==> src/rtl/core/scaled_sine_screen_halftone_top_assert.svh <==
// ----------------------------------------------------------------------------
// Assertion macros for the scaled sine-screen halftone
// Concurrent assertion forms used by the datapath; compiled out when
// NO_ASSERTIONS is defined.
// ----------------------------------------------------------------------------
`ifndef SCALED_SINE_SCREEN_HALFTONE_TOP_ASSERT_SVH
`define SCALED_SINE_SCREEN_HALFTONE_TOP_ASSERT_SVH
`ifndef NO_ASSERTIONS
`define SSSH_ASSERT_IMPL(label, clk, rst_n, ante, cons, msg) \
  label: assert property (@(posedge clk) disable iff (!rst_n) (ante) |-> (cons)) \
    else $error(msg);
`define SSSH_ASSERT_NEXT(label, clk, rst_n, ante, cons, msg) \
  label: assert property (@(posedge clk) disable iff (!rst_n) (ante) |=> (cons)) \
    else $error(msg);
`else
`define SSSH_ASSERT_IMPL(label, clk, rst_n, ante, cons, msg)
`define SSSH_ASSERT_NEXT(label, clk, rst_n, ante, cons, msg)
`endif
`endif

==> src/rtl/core/sssh_pkg.sv <==
// ----------------------------------------------------------------------------
// Scaled sine-screen halftone package
// Field widths, codes and the command and status bundles shared by the block.
// ----------------------------------------------------------------------------
package sssh_pkg;

  localparam int ACT_W  = 2;
  localparam int IDX_W  = 10;
  localparam int VAL_W  = 9;
  localparam int PIX_W  = 8;
  localparam int SRC_W  = 10;
  localparam int DST_W  = 11;
  localparam int PER_W  = 5;
  localparam int PROD_W = IDX_W + SRC_W;
  localparam int DIV_W  = DST_W;
  localparam int CNT_W  = $clog2(PROD_W + 1);
  localparam int CFG_AW = 5;
  localparam int CFG_DW = 32;

  localparam logic signed [VAL_W:0] THRESHOLD = 10'sd127;

  typedef enum logic [ACT_W-1:0] {
    ACT_LOAD_PIXEL = 2'd0,
    ACT_LOAD_MOD   = 2'd1,
    ACT_RENDER     = 2'd2
  } sssh_action_t;

  typedef enum logic [2:0] {
    REG_SRC_ROWS = 3'd0,
    REG_SRC_COLS = 3'd1,
    REG_DST_ROWS = 3'd2,
    REG_DST_COLS = 3'd3,
    REG_PERIOD   = 3'd4
  } sssh_reg_t;

  typedef enum logic [1:0] {
    STEP_ROW  = 2'd0,
    STEP_COL  = 2'd1,
    STEP_TROW = 2'd2,
    STEP_TCOL = 2'd3
  } sssh_step_t;

  typedef struct packed {
    logic [SRC_W-1:0] src_rows;
    logic [SRC_W-1:0] src_cols;
    logic [DST_W-1:0] dst_rows;
    logic [DST_W-1:0] dst_cols;
    logic [PER_W-1:0] period;
  } sssh_cfg_t;

  typedef struct packed {
    logic       capture;
    logic       write;
    logic       mul;
    logic       div_start;
    logic       div_store;
    logic       read;
    logic       emit;
    sssh_step_t step;
  } sssh_cmd_t;

  typedef struct packed {
    logic load_img;
    logic load_mod;
    logic render;
    logic div_done;
    logic out_free;
  } sssh_status_t;

endpackage

==> src/rtl/core/sssh_ctrl.sv <==
// ----------------------------------------------------------------------------
// Halftone controller
// Sequences request capture, memory writes, the two scaling divisions, the
// two period reductions, the memory read and the result hand-off.
// ----------------------------------------------------------------------------
module sssh_ctrl
  import sssh_pkg::*;
(
  input  logic         clk,
  input  logic         rst_n,
  input  logic         in_valid,
  output logic         in_ready,
  input  sssh_status_t status,
  output sssh_cmd_t    cmd
);

  typedef enum logic [6:0] {
    S_IDLE   = 7'b0000001,
    S_DECODE = 7'b0000010,
    S_MUL    = 7'b0000100,
    S_DSTART = 7'b0001000,
    S_DWAIT  = 7'b0010000,
    S_READ   = 7'b0100000,
    S_RESULT = 7'b1000000
  } sssh_state_t;

  sssh_state_t state_r;
  sssh_state_t state_nxt;
  sssh_step_t  step_r;
  sssh_step_t  step_nxt;

  always_ff @(posedge clk) begin
    if (!rst_n) begin
      state_r <= S_IDLE;
      step_r  <= STEP_ROW;
    end else begin
      state_r <= state_nxt;
      step_r  <= step_nxt;
    end
  end

  always_comb begin
    state_nxt     = state_r;
    step_nxt      = step_r;
    in_ready      = 1'b0;
    cmd           = '0;
    cmd.step      = step_r;
    unique case (state_r)
      S_IDLE: begin
        in_ready = 1'b1;
        if (in_valid) begin
          cmd.capture = 1'b1;
          state_nxt   = S_DECODE;
        end
      end
      S_DECODE: begin
        if (status.load_img || status.load_mod) begin
          cmd.write = 1'b1;
          state_nxt = S_IDLE;
        end else if (status.render) begin
          step_nxt  = STEP_ROW;
          state_nxt = S_MUL;
        end else begin
          state_nxt = S_IDLE;
        end
      end
      S_MUL: begin
        cmd.mul   = 1'b1;
        state_nxt = S_DSTART;
      end
      S_DSTART: begin
        cmd.div_start = 1'b1;
        state_nxt     = S_DWAIT;
      end
      S_DWAIT: begin
        if (status.div_done) begin
          cmd.div_store = 1'b1;
          unique case (step_r)
            STEP_ROW: begin
              step_nxt  = STEP_COL;
              state_nxt = S_MUL;
            end
            STEP_COL: begin
              step_nxt  = STEP_TROW;
              state_nxt = S_DSTART;
            end
            STEP_TROW: begin
              step_nxt  = STEP_TCOL;
              state_nxt = S_DSTART;
            end
            STEP_TCOL: begin
              state_nxt = S_READ;
            end
          endcase
        end
      end
      S_READ: begin
        cmd.read  = 1'b1;
        state_nxt = S_RESULT;
      end
      S_RESULT: begin
        if (status.out_free) begin
          cmd.emit  = 1'b1;
          state_nxt = S_IDLE;
        end
      end
      default: begin
        state_nxt = S_IDLE;
      end
    endcase
  end

endmodule

==> config.mk <==
export PLATFORM = sky130hd
export DESIGN_NAME = sssh_ctrl
export DESIGN_NICKNAME = d
export VERILOG_FILES = /design/src/rtl/core/scaled_sine_screen_halftone_top_assert.svh /design/src/rtl/core/sssh_pkg.sv /design/src/rtl/core/sssh_ctrl.sv
export SDC_FILE = /design/constraint.sdc
export NUM_CORES = 1
export LEC_CHECK = 0
export BUFFER_PORTS_ARGS = -buffer_cell sky130_fd_sc_hd__buf_2
export CAP_MARGIN = 30
export CORE_AREA = 2 2 39 41
export CTS_BUF_LIST = sky130_fd_sc_hd__clkbuf_2 sky130_fd_sc_hd__clkbuf_4 sky130_fd_sc_hd__clkbuf_8
export DETAILED_ROUTE_END_ITERATION = 7
export DIE_AREA = 0 0 41 43
export PLACE_DENSITY = 0.77
export SLEW_MARGIN = 30
export SYNTH_ARGS = -nofsm -noshare
export SYNTH_HDL_FRONTEND = slang
export SYNTH_SLANG_ARGS = --single-unit
==> constraint.sdc <==
create_clock -name clk -period 4.5 [get_ports clk]
set_input_delay 0.9 -clock clk [delete_from_list [all_inputs] [get_ports clk]]
set_output_delay 0.9 -clock clk [all_outputs]
set_load 0.01 [all_outputs]
==> results.cfg <==
[sta]
fin_skew_ns = 0.001574
relSlewSlack_pct = 67.91
tightest_slew_ns = 0.4807
layout_setup_ws_ns = 1.860
period_needed_ns = 2.640
final.period_utilization_pct = 58.66
finalSetupTns_ns = 0
max_freq_mhz = 378.8
drv_slew = 0
rsz0062_at_grt = no
setup_violations = 0
hold_violations = 0

[clocking]
cts_tree = built
clk_latency_ns = 0.27
cts_sinks = 9
clkSlewWorstSetupHoldPaths_ns = 0.06
cts-root-buf = clkbuf_4
hold_buffers = 0
cts.repair.resized = 0
cts_made_buffers = 3
clockBufferDepth = 2
cts_setup_buffers = 0
htree_levels = 1

[routing]
firstDrtPassIters = 4
vias = 703
drc = 0
dr.first_iter.drc_count = 17
ant_nets = 0
via_per_inst = 6.060
drt-total-wl_um = 1546
routedWlPerCell_um = 13.33

[run_status]
status = finished clean

[synthesis]
ys_ff_latch = 9
ys_seq_area_share_pct = 24.83
avgSynthCellArea_um2 = 8.639
synth_cells = 84
synth.distinct_cells = 36
syn_nets = 96
ys_warn_count = 0
syn_area_um2 = 725.7

[cells_and_area]
area_delta_synth_final_pct = 13.45
layout.nets = 113
nFillCells = 130
regArea_um2 = 180.2
multiInputGateArea_um2 = 495.5
diodes = 0
layout-drive-gt1-share_pct = 28.00
utilization_pct = 59.49

[setup_path]
cp_data_required_time_ns = 3.60
worst-path-max-fanout = 11
critPathMaxStageDelay_ns = 0.55
start_kind = flop
crit_arrival_ns = 1.74
critPathKind = reg -> out
slowest_stage = or3_1
endpoint_kind = output pin
worstPathCellList = or3_1, nor4_2, buf_2

[pwr]
ir_drop_mv = 0.2068
power_density_nw_per_um2 = 237.9
total_power_w = 0.0001959
p_leak_nw = 0.3217

[place]
port_buffers = 17
dp_hpwl_um = 1250
gp_congestion = 0.7658
dp_slack_ns = 2.144

[die]
initial_core_util_pct = 52.44
rows = 14
core_area_um2 = 1384
fp.dieArea_um2 = 1763
io_pins = 18
dieWidth_um = 41
die_h_um = 43

[run]
maxCapViolCount = 0

[global_route]
grt_pass1_vias = 625
grt_pass1_wl_um = 2525
track_usage_pct = 20.91
grt-ovfl-total = 0
antenna_found_initial = 0
grt_max_degree = 12

[worst_hold_path]
hp-class = reg -> reg
==> path summary, 6_finish.rpt <==
check / startpoint / end / slack (ns) / depth (start not counted)
worst max-delay path: state_r[1] / cmd[6] / 1.86 / 3
worst min-delay path: step_r[0] / step_r[0] / 0.55 / 2
worst max register to register: state_r[1] / state_r[1] / 2.78 / 4
worst min register to register: step_r[0] / step_r[0] / 0.55 / 2
==> final cells by class <==
class	instances	share of cell area (%)
Timing Repair Buffer	17	10.33
Tap cell	16	2.432
Multi-Input combinational cell	66	60.18
Clock buffer	3	2.736
Clock inverter	1	0.6079
Sequential cell	9	21.88
Inverter	4	1.824
==> Yosys cell counts <==
cell / number / area, um2
dfxtp_1: 9 / 180.2
nor4_4: 1 / 21.27
and3_1: 1 / 6.260
o21a_1: 1 / 7.510
nor4b_2: 1 / 15.01
clkbuf_1: 2 / 7.510
and2_1: 2 / 12.51
nand4b_1: 1 / 8.760
nor4_2: 3 / 37.54
ha_1: 4 / 50.05
o41ai_4: 1 / 27.53
or4_1: 1 / 7.510
buf_6: 2 / 22.52
nor3_1: 2 / 10.01
nor4_1: 5 / 31.28
nand3b_1: 1 / 7.510
a221o_1: 1 / 10.01
a32oi_1: 1 / 8.760
nand4_1: 3 / 18.77
a21oi_1: 2 / 10.01
o211ai_1: 1 / 7.510
xor2_1: 1 / 8.760
nor2_1: 6 / 22.52
buf_2: 1 / 5.000
or2_1: 1 / 6.260
nand3_1: 2 / 10.01
a211oi_1: 1 / 7.510
or3_1: 2 / 12.51
inv_1: 4 / 15.01
nor3b_1: 5 / 37.54
o21ai_0: 3 / 15.01
nor4b_1: 2 / 17.52
nand2_1: 5 / 18.77
nand2b_1: 4 / 25.02
a21boi_0: 1 / 7.510
or2_4: 1 / 8.760
==> logic make-up (layout without fill, tap and decap cells) <==
group / Yosys count / in the layout / synth area share (%)
compound gates: 12 / 12 / 13.97
xor+xnor: 1 / 1 / 1.207
fa+ha+maj: 4 / 4 / 6.897
buf+inv: 9 / 25 / 6.895
flops: 9 / 9 / 24.83
simple gates: 49 / 49 / 46.21
==> power by group <==
group / switching, W / total [W] / internal [W]
Clock: 0.0000318 / 0.0000648 / 0.0000329
Sequential: 0.00000916 / 0.0000916 / 0.0000825
Combinational: 0.0000220 / 0.0000395 / 0.0000175
==> metal layers <==
layer / up-vias / track usage (%) / routed length, um
met4: 0 / 8.000 / 26
met3: 4 / 6.283 / 121
met1: 325 / 23.93 / 634
met2: 26 / 34.38 / 763
met5: - / 0 / 0
li1: 348 / - / -
==> cell usage in the layout (no fill, tap or decap), types with 2 or more instances in the layout <==
cell,n
o21ai_0,3
nor4_2,3
nor3b_1,5
nor2_1,6
nor3_1,2
nand3_1,2
a21oi_1,2
and2_1,2
clkbuf_4,3
nand2b_1,4
nor4b_1,2
inv_1,4
nand2_1,5
ha_1,4
nand4_1,3
dfxtp_1,9
or3_1,2
nor4_1,5
buf_2,17
==> per-stage QoR <==
step	instances	area, um2	hold WS (ns)
floorplan	84	725.7	0.5363
global placement	112	795.8	0.5261
detailed placement	112	795.8	0.5425
CTS	116	823.3	0.5532
global route	116	823.3	0.6097
finish	116	823.3	0.5511
==> flip-flops by register name (all words and copies together) (netlist names) <==
register,count
state_r,7
step_r,2
==> critical path: cells and delay by family, from the launching register on <==
kind,cells,cell delay (ns)
buf+inv,1,0.19
flops,1,0.41
simple gates,2,0.87
Power figures use the tool's default switching activity.
