### src/rtl/core/scaled_sine_screen_halftone_top_assert.svh
// ----------------------------------------------------------------------------
// Assertion macros for the scaled sine-screen halftone
// Concurrent assertion forms used by the datapath; compiled out when
// NO_ASSERTIONS is defined.
// ----------------------------------------------------------------------------
`ifndef SCALED_SINE_SCREEN_HALFTONE_TOP_ASSERT_SVH
`define SCALED_SINE_SCREEN_HALFTONE_TOP_ASSERT_SVH
`ifndef NO_ASSERTIONS
`define SSSH_ASSERT_IMPL(label, clk, rst_n, ante, cons, msg) \
  label: assert property (@(posedge clk) disable iff (!rst_n) (ante) |-> (cons)) \
    else $error(msg);
`define SSSH_ASSERT_NEXT(label, clk, rst_n, ante, cons, msg) \
  label: assert property (@(posedge clk) disable iff (!rst_n) (ante) |=> (cons)) \
    else $error(msg);
`else
`define SSSH_ASSERT_IMPL(label, clk, rst_n, ante, cons, msg)
`define SSSH_ASSERT_NEXT(label, clk, rst_n, ante, cons, msg)
`endif
`endif

### src/rtl/core/sssh_pkg.sv
// ----------------------------------------------------------------------------
// Scaled sine-screen halftone package
// Field widths, codes and the command and status bundles shared by the block.
// ----------------------------------------------------------------------------
package sssh_pkg;

  localparam int ACT_W  = 2;
  localparam int IDX_W  = 10;
  localparam int VAL_W  = 9;
  localparam int PIX_W  = 8;
  localparam int SRC_W  = 10;
  localparam int DST_W  = 11;
  localparam int PER_W  = 5;
  localparam int PROD_W = IDX_W + SRC_W;
  localparam int DIV_W  = DST_W;
  localparam int CNT_W  = $clog2(PROD_W + 1);
  localparam int CFG_AW = 5;
  localparam int CFG_DW = 32;

  localparam logic signed [VAL_W:0] THRESHOLD = 10'sd127;

  typedef enum logic [ACT_W-1:0] {
    ACT_LOAD_PIXEL = 2'd0,
    ACT_LOAD_MOD   = 2'd1,
    ACT_RENDER     = 2'd2
  } sssh_action_t;

  typedef enum logic [2:0] {
    REG_SRC_ROWS = 3'd0,
    REG_SRC_COLS = 3'd1,
    REG_DST_ROWS = 3'd2,
    REG_DST_COLS = 3'd3,
    REG_PERIOD   = 3'd4
  } sssh_reg_t;

  typedef enum logic [1:0] {
    STEP_ROW  = 2'd0,
    STEP_COL  = 2'd1,
    STEP_TROW = 2'd2,
    STEP_TCOL = 2'd3
  } sssh_step_t;

  typedef struct packed {
    logic [SRC_W-1:0] src_rows;
    logic [SRC_W-1:0] src_cols;
    logic [DST_W-1:0] dst_rows;
    logic [DST_W-1:0] dst_cols;
    logic [PER_W-1:0] period;
  } sssh_cfg_t;

  typedef struct packed {
    logic       capture;
    logic       write;
    logic       mul;
    logic       div_start;
    logic       div_store;
    logic       read;
    logic       emit;
    sssh_step_t step;
  } sssh_cmd_t;

  typedef struct packed {
    logic load_img;
    logic load_mod;
    logic render;
    logic div_done;
    logic out_free;
  } sssh_status_t;

endpackage

### src/rtl/core/sssh_cfg.sv
// ----------------------------------------------------------------------------
// Configuration registers
// APB-style register file holding the image, bitmap and period sizes, with
// the saturated values used by the datapath.
// ----------------------------------------------------------------------------
module sssh_cfg
  import sssh_pkg::*;
#(
  parameter int MAX_SIDE     = 512,
  parameter int MAX_PERIOD   = 16,
  parameter int MAX_OUT_SIDE = 1024
) (
  input  logic              clk,
  input  logic              rst_n,
  input  logic              cfg_psel,
  input  logic              cfg_penable,
  input  logic              cfg_pwrite,
  input  logic [CFG_AW-1:0] cfg_paddr,
  input  logic [CFG_DW-1:0] cfg_pwdata,
  output logic [CFG_DW-1:0] cfg_prdata,
  output logic              cfg_pready,
  output sssh_cfg_t         cfg
);

  logic [SRC_W-1:0] src_rows_r;
  logic [SRC_W-1:0] src_cols_r;
  logic [DST_W-1:0] dst_rows_r;
  logic [DST_W-1:0] dst_cols_r;
  logic [PER_W-1:0] period_r;
  logic             wr_en;
  logic [2:0]       reg_idx;

  assign cfg_pready = 1'b1;
  assign wr_en      = cfg_psel && cfg_penable && cfg_pwrite;
  assign reg_idx    = cfg_paddr[4:2];

  always_ff @(posedge clk) begin
    if (!rst_n) begin
      src_rows_r <= SRC_W'(256);
      src_cols_r <= SRC_W'(256);
      dst_rows_r <= DST_W'(512);
      dst_cols_r <= DST_W'(512);
      period_r   <= PER_W'(5);
    end else if (wr_en) begin
      unique case (reg_idx)
        REG_SRC_ROWS: src_rows_r <= cfg_pwdata[SRC_W-1:0];
        REG_SRC_COLS: src_cols_r <= cfg_pwdata[SRC_W-1:0];
        REG_DST_ROWS: dst_rows_r <= cfg_pwdata[DST_W-1:0];
        REG_DST_COLS: dst_cols_r <= cfg_pwdata[DST_W-1:0];
        REG_PERIOD:   period_r   <= cfg_pwdata[PER_W-1:0];
        default: ;
      endcase
    end
  end

  always_comb begin
    unique case (reg_idx)
      REG_SRC_ROWS: cfg_prdata = CFG_DW'(src_rows_r);
      REG_SRC_COLS: cfg_prdata = CFG_DW'(src_cols_r);
      REG_DST_ROWS: cfg_prdata = CFG_DW'(dst_rows_r);
      REG_DST_COLS: cfg_prdata = CFG_DW'(dst_cols_r);
      REG_PERIOD:   cfg_prdata = CFG_DW'(period_r);
      default:      cfg_prdata = '0;
    endcase
  end

  always_comb begin
    cfg.src_rows = src_rows_r;
    if (src_rows_r == '0) begin
      cfg.src_rows = SRC_W'(1);
    end else if (32'(src_rows_r) > MAX_SIDE) begin
      cfg.src_rows = SRC_W'(MAX_SIDE);
    end
    cfg.src_cols = src_cols_r;
    if (src_cols_r == '0) begin
      cfg.src_cols = SRC_W'(1);
    end else if (32'(src_cols_r) > MAX_SIDE) begin
      cfg.src_cols = SRC_W'(MAX_SIDE);
    end
    cfg.dst_rows = dst_rows_r;
    if (dst_rows_r == '0) begin
      cfg.dst_rows = DST_W'(1);
    end else if (32'(dst_rows_r) > MAX_OUT_SIDE) begin
      cfg.dst_rows = DST_W'(MAX_OUT_SIDE);
    end
    cfg.dst_cols = dst_cols_r;
    if (dst_cols_r == '0) begin
      cfg.dst_cols = DST_W'(1);
    end else if (32'(dst_cols_r) > MAX_OUT_SIDE) begin
      cfg.dst_cols = DST_W'(MAX_OUT_SIDE);
    end
    cfg.period = period_r;
    if (period_r == '0) begin
      cfg.period = PER_W'(1);
    end else if (32'(period_r) > MAX_PERIOD) begin
      cfg.period = PER_W'(MAX_PERIOD);
    end
  end

endmodule

### config.mk
export PLATFORM = sky130hd
export DESIGN_NAME = sssh_cfg
export DESIGN_NICKNAME = d
export VERILOG_FILES = /design/src/rtl/core/scaled_sine_screen_halftone_top_assert.svh /design/src/rtl/core/sssh_pkg.sv /design/src/rtl/core/sssh_cfg.sv
export SDC_FILE = /design/constraint.sdc
export NUM_CORES = 1
export LEC_CHECK = 0
export BUFFER_PORTS_ARGS = -buffer_cell sky130_fd_sc_hd__buf_2
export CAP_MARGIN = 20
export CORE_UTILIZATION = 25
export DETAILED_ROUTE_END_ITERATION = 6
export PLACE_DENSITY_LB_ADDON = 0.12
export SLEW_MARGIN = 10
export SYNTH_ARGS = -nofsm -noshare
export SYNTH_HDL_FRONTEND = slang
export SYNTH_SLANG_ARGS = --single-unit
### constraint.sdc
create_clock -name clk -period 2.4 [get_ports clk]
set_clock_uncertainty 0.1 [all_clocks]
set_input_delay 0.24 -clock clk [delete_from_list [all_inputs] [get_ports clk]]
set_output_delay 0.24 -clock clk [all_outputs]
set_load 0.01 [all_outputs]
==> results of run 1 <==
## flip-flops by register name, indices dropped and copies added, names as in the netlist
name,flops
dst_rows_r,11
src_cols_r,10
src_rows_r,10
dst_cols_r,11
period_r,5
## layer usage
| metal | part of all wire | vias up |
|---|---|---|
| met3 | 0.055 | 6 |
| met4 | 0.0080 | 0 |
| li1 | - | 1130 |
| met5 | 0 | - |
| met1 | 0.48 | 1080 |
| met2 | 0.46 | 72 |
## where the power goes
group | internal (W) | total (W) | switching, W
Clock | 0.000264 | 0.000538 | 0.000274
Sequential | 0.000785 | 0.000792 | 0.00000702
Combinational | 0.0000542 | 0.000158 | 0.000103
Total | 0.00110 | 0.00149 | 0.000384
## worst max-delay path by stage
stage / endpoint / cells after the start / slack, ns / start
2_1_floorplan: cfg_prdata[7] / 3 / 0.99 / cfg_paddr[2]
3_3_place_gp: cfg_prdata[5] / 4 / 0.42 / cfg_paddr[2]
3_5_place_dp: cfg_prdata[5] / 4 / 0.42 / cfg_paddr[2]
4_1_cts: cfg_prdata[5] / 4 / 0.41 / cfg_paddr[2]
5_1_grt: cfg_prdata[1] / 5 / 0.34 / cfg_paddr[2]
6_report: cfg_prdata[5] / 4 / 0.44 / cfg_paddr[2]
## cells in the final DEF, fill, tap and decap left out, types with 2 or more instances in the layout
| master | instances |
|---|---|
| buf_2 | 76 |
| nand2_1 | 52 |
| nor2b_1 | 50 |
| mux2i_1 | 47 |
| dfxtp_1 | 47 |
| conb_1 | 22 |
| a22oi_1 | 10 |
| nor2_1 | 9 |
| buf_4 | 9 |
| clkbuf_8 | 7 |
| nor4_1 | 6 |
| mux4_2 | 5 |
| mux2_1 | 5 |
| o22ai_1 | 5 |
| nor3_1 | 4 |
| a21oi_1 | 2 |
| a31oi_1 | 2 |
## stage by stage
stage               power, W  area (sq um)
floorplan           0.000939          2850
CTS                  0.00150          3280
global placement    0.000969          3180
detailed placement  0.000970          3180
global route         0.00155          3280
finish               0.00149          3280
## final cells by class
| type | count | area share |
|---|---|---|
| multi-input combinational | 233 | 0.491 |
| sequential | 47 | 0.287 |
| timing repair buffer | 85 | 0.137 |
| tap | 140 | 0.0535 |
| clock buffer | 8 | 0.0306 |
| inverter | 1 | 0.00115 |
## critical path, delay by kind of cell
| family | cells | cell delay [ns] |
|---|---|---|
| buffers and inverters | 2 | 0.62 |
| muxes | 1 | 0.60 |
| and+or+nand+nor | 1 | 0.14 |
## kinds of logic (layout without fill, tap and decap cells)
logic type | count (synthesis) | in the layout | share of synthesized area
flip-flops | 47 | 47 | 0.339
AO/OA/AOI/OAI | 20 | 20 | 0.0491
other | 2 | 22 | 0.00271
multiplexers | 57 | 57 | 0.230
buffers and inverters | 48 | 94 | 0.109
AND/OR/NAND/NOR | 134 | 134 | 0.270
==> impl_results.md, run 1 <==
- Core area: ~11000 sq um
- Final Max Slew Viols: 0
- Post-placement setup slack: 0.416 ns
- Post-CTS sizing: 0
- Worst-Skew Late Latency: between 0.2 and 0.3 ns
- Hold Buf Count CTS: 0
- Max IR drop VDD: 0.000204 V
- Post-DRT Antenna Nets: 0
- Post-synth top cells: nand2_1 (52), nor2b_1 (50), dfxtp_1 (47), mux2i_1 (47), buf_4 (26)
- Total Negative Setup Slacks: 0 ns
- Grt met1 use: 0.191
- I/O pins: roughly 120
- Die X: 107 um
- MaxCap Viol Count: 0
- First-pass GRT wire length: between 10 and 15 mm
- Vias in the first global route: 2084
- Clock sinks: 47
- Post-synth ARST share: 0
- Fin util: 0.302
- CP most frequent cell: buf_2
- Yosys top cell by area: dfxtp_1
- Worst hold path type: input port to flop
- CTS root buffer: clkbuf_8
- Worst setup SP type: input port
- DRC viols: 0
- RSZ-0062 raised after global routing: no
- Via-to-Cell Ratio: 4.45
- Achievable frequency: 511 MHz
- Worst hold start: cfg_pwdata[10]
- Die Y-Extent: 107 um
- Crit-path slowest cell: mux4_2
- Final WL: 8.04 mm
- Post-synth EDFFs: 0
- Routed WL per cell: 15.6 um
- Reg clk slew, reported paths: 0.09 ns
- Post-Place Cells: 506
- Data required, critical path: 2.06 ns
- GRT met3 Usage: 0.0291
- Count of cell types in the netlist: 34
- Total grt overflow: 0
- Fill cell count: 1182
- Fin Hold WS: 0.105 ns
- CTS buffer count: 5
- Post-CTS Repair Setup Buffers: 0
- Top_reg_cell synth: dfxtp_1
- Clk buf depth: 2
- Yosys reg bits: 47
- Gr usage total: 0.141
- Area of the multi-input gates: 1610 sq um
- CP Capture Type: primary output
- Area delta synth->final: 18.0%
- Critical path cell sequence: buf_2, mux4_2, nor2b_1, buf_2
- Final worst path period share: 0.816
- Met2 usage: 0.231
- Starting Density: 0.256
- Most numerous cell in the Yosys netlist: nand2_1
- DR vias: 2288
- Share of the synthesized area in the top cell type: 0.339
- HPWL after DPL: 6.16 mm
- CTS H-Tree Depth: 2
- Syn Inst Count: 308
- GP Congestion: ~0.73
- Non-Filler Instances: 514
- Die ar.: 11500 sq um
- WHS Path Cells: 3
- Sequential fraction of the synthesis area: 0.339
- Worst R2R Start: src_rows_r[9]
- Reg-to-Reg End: src_rows_r[9]
- Syn Area/Cell: 9.01 sq um
- Storage cell area: 941 sq um
- Standard-cell rows: 38
- Largest cells by area after synthesis: dfxtp_1 (34%), mux2i_1 (17%), nor2b_1 (11%), buf_4 (7.0%), nand2_1 (7.0%)
- First-pass detailed-route iteration total: 4
- Synthesized cell area: 2780 sq um
- Synth Warn #: 0
- Post-route setup slack: 0.442 ns
- Top Usage Layer GRT: met2
- Final Setup Violations: 0
- CTS tree: done
- R2r setup slk: 1.41 ns
- Port Buffers: 76
- Largest net degree at the start of global routing: 32
- Number of diodes: 0
- Layout cells sized above 1: 0.286
- Fin. Hold Viols: 0
- Final period demand of the worst path: 1.96 ns
- CP max FO: 20
- Worst reg2reg path depth: 2
- Worst slew pin tran: 0.613 ns
- Pwr Density: 454 nW/um^2
- Data arrival, critical path: 1.62 ns
- Nets: 415
- Crit Path Class: input port to primary output
- Rel. slew slack: 0.592
- Leak: 1.44 nW
- Outcome: completed
- Hold path endpoint: dst_cols_r[10]
- Drt first-iter violations: 93
- Initial antenna violation count: 0
- Worst path max stage delay: 0.60 ns
No activity file was read; power rests on OpenSTA's default activity.
==> run 2, diff against run 1 <==
clock period = 2.1 ns   (was 2.4 ns; I/O delays follow)
==> impl_results.md, run 2 (synthesis gave the netlist of run 1 again) <==
- Outcome: completed (unchanged)
- Nets: 415 (unchanged)
- Standard-cell rows: 38 (unchanged)
- Die X: 107 um (unchanged)
- MaxCap Viol Count: 0 (unchanged)
- Rel. slew slack: 0.597 (was 0.592)
- Final period demand of the worst path: 1.89 ns
- Clk buf depth: 2 (unchanged)
- Largest regs: dst_cols_r (11), dst_rows_r (11) (unchanged)
- Area delta synth->final: 18.0% (unchanged)
- CTS tree: done (unchanged)
- Post-DRT Antenna Nets: 0 (unchanged)
- Post-CTS Repair Setup Buffers: 0 (unchanged)
- Vias in the first global route: 2087 (was 2084)
- Data arrival, critical path: 1.58 ns (was 1.62 ns)
- CTS root buffer: clkbuf_8 (unchanged)
- Die ar.: 11500 sq um (unchanged)
- Layout cells sized above 1: 0.286 (unchanged)
- Number of diodes: 0 (unchanged)
- CP Capture Type: primary output (unchanged)
- First-pass GRT wire length: 12.0 mm (was 12.1 mm)
- Most frequent cells in the layout: buf_2 (76), nand2_1 (52), nor2b_1 (50), mux2i_1 (47), dfxtp_1 (47) (unchanged)
- CTS buffer count: 5 (unchanged)
- R2r setup slk: 1.12 ns (was 1.41 ns)
- Via-to-Cell Ratio: 4.37 (was 4.45)
- Crit Path Class: input port to primary output (unchanged)
- Initial antenna violation count: 0 (unchanged)
- Most common cell after layout, fill and taps aside: buf_2 (unchanged)
- Routed WL per cell: 15.4 um (was 15.6 um)
- Placed cell area: 3180 sq um (unchanged)
- Post-CTS sizing: 0 (unchanged)
- CTS H-Tree Depth: 2 (unchanged)
- Crit-path slowest cell: mux4_2 (unchanged)
- Worst slew pin tran: 0.605 ns (was 0.613 ns)
- Clock sinks: 47 (unchanged)
- Drt first-iter violations: 48 (was 93)
- Final Max Slew Viols: 0 (unchanged)
- Pwr Density: 517 nW/um^2 (was 454 nW/um^2)
- Worst path max stage delay: 0.59 ns (was 0.60 ns)
- Total grt overflow: 0 (unchanged)
- DRC viols: 0 (unchanged)
- First-pass detailed-route iteration total: 4 (unchanged)
- Final Setup Violations: 0 (unchanged)
- Max IR drop VDD: 0.000230 V (was 0.000204 V)
- Data required, critical path: 1.79 ns (was 2.06 ns)
- GP Congestion: 0.724 (was 0.730)
- Final Cell Area: 3280 sq um (unchanged)
- Gr usage total: 0.138 (was 0.141)
- Total Negative Setup Slacks: 0 ns (unchanged)
- Area of the multi-input gates: 1610 sq um (unchanged)
- DR vias: 2248 (was 2288)
- Fill cell count: 1203 (was 1182)
- Critical path cell sequence: buf_2, mux4_2, nor2b_1, buf_2 (unchanged)
- Starting Density: 0.256 (unchanged)
- Achievable frequency: 529 MHz
- CP top delay family: buffers and inverters (unchanged)
- Hold Buf Count CTS: 0 (unchanged)
- RSZ-0062 raised after global routing: no (unchanged)
- Port Buffers: 76 (unchanged)
- Critical path buffers and inverters: 2 (unchanged)
- Core area: 10800 sq um (unchanged)
- CP most frequent cell: buf_2 (unchanged)
- Final WL: 7.92 mm (was 8.04 mm)
- Storage cell area: 941 sq um (unchanged)
- Worst hold path type: input port to flop (unchanged)
- Reg clk slew, reported paths: 0.09 ns (about the same)
- Leak: 1.44 nW (unchanged)
- Worst-Skew Late Latency: 0.29 ns (about the same)
- Final worst path period share: 0.900
- Die Y-Extent: 107 um (unchanged)
- Worst setup SP type: input port (unchanged)
- Largest net degree at the start of global routing: 25 (was 32)
- HPWL after DPL: 6.14 mm (was 6.16 mm)
- CP max FO: 20 (unchanged)
- Fin. Hold Viols: 0 (unchanged)
- I/O pins: 122 (unchanged)
-- run 2: worst min-delay path: cells and delay by family --
family,cells,cell delay [ns]
AND/OR/NAND/NOR,1,0.04
multiplexers,1,0.10
buffers and inverters,1,0.09
-- run 2: final timing paths --
| check | to | startpoint | cells after the start |
|---|---|---|---|
| worst max-delay path | cfg_prdata[5] | cfg_paddr[2] | 4 |
| worst min-delay path | period_r[2] | cfg_pwdata[2] | 3 |
| worst max register to register | src_cols_r[9] | src_cols_r[9] | 2 |
| worst min register to register | dst_cols_r[0] | dst_cols_r[0] | 2 |
-- run 2: where the power goes --
part / internal [W] / switching, W
registers: 0.000897 / 0.00000807
logic: 0.0000620 / 0.000118
clock network: 0.000301 / 0.000306
total: 0.00126 / 0.000432
-- run 2: metrics by stage --
stage,power (W),cells,setup slack [ns],hold slack (ns),util
after floorplan,0.00107,328,0.747,0.272,-
after global placement,0.00111,506,0.193,0.369,0.293
after detailed placement,0.00111,506,0.180,0.373,0.293
after CTS,0.00172,514,0.184,0.0806,0.302
after global routing,0.00177,514,0.122,0.0847,0.302
final,0.00169,514,0.210,0.0866,0.302
-- run 2: area by class of cell --
class	count	share of cell area
Multi-Input combinational cell	233	0.491
Sequential cell	47	0.287
Timing Repair Buffer	85	0.137
Tap cell	140	0.0535
Clock buffer	8	0.0306
Inverter	1	0.00115
-- run 2: layer usage --
layer | track usage | part of all wire | vias to the layer above
li1 | - | - | 1132
met1 | 0.187 | 0.48 | 1035
met2 | 0.225 | 0.47 | 75
met3 | 0.0272 | 0.047 | 6
met4 | 0.0284 | 0.0067 | 0
met5 | 0 | 0 | -
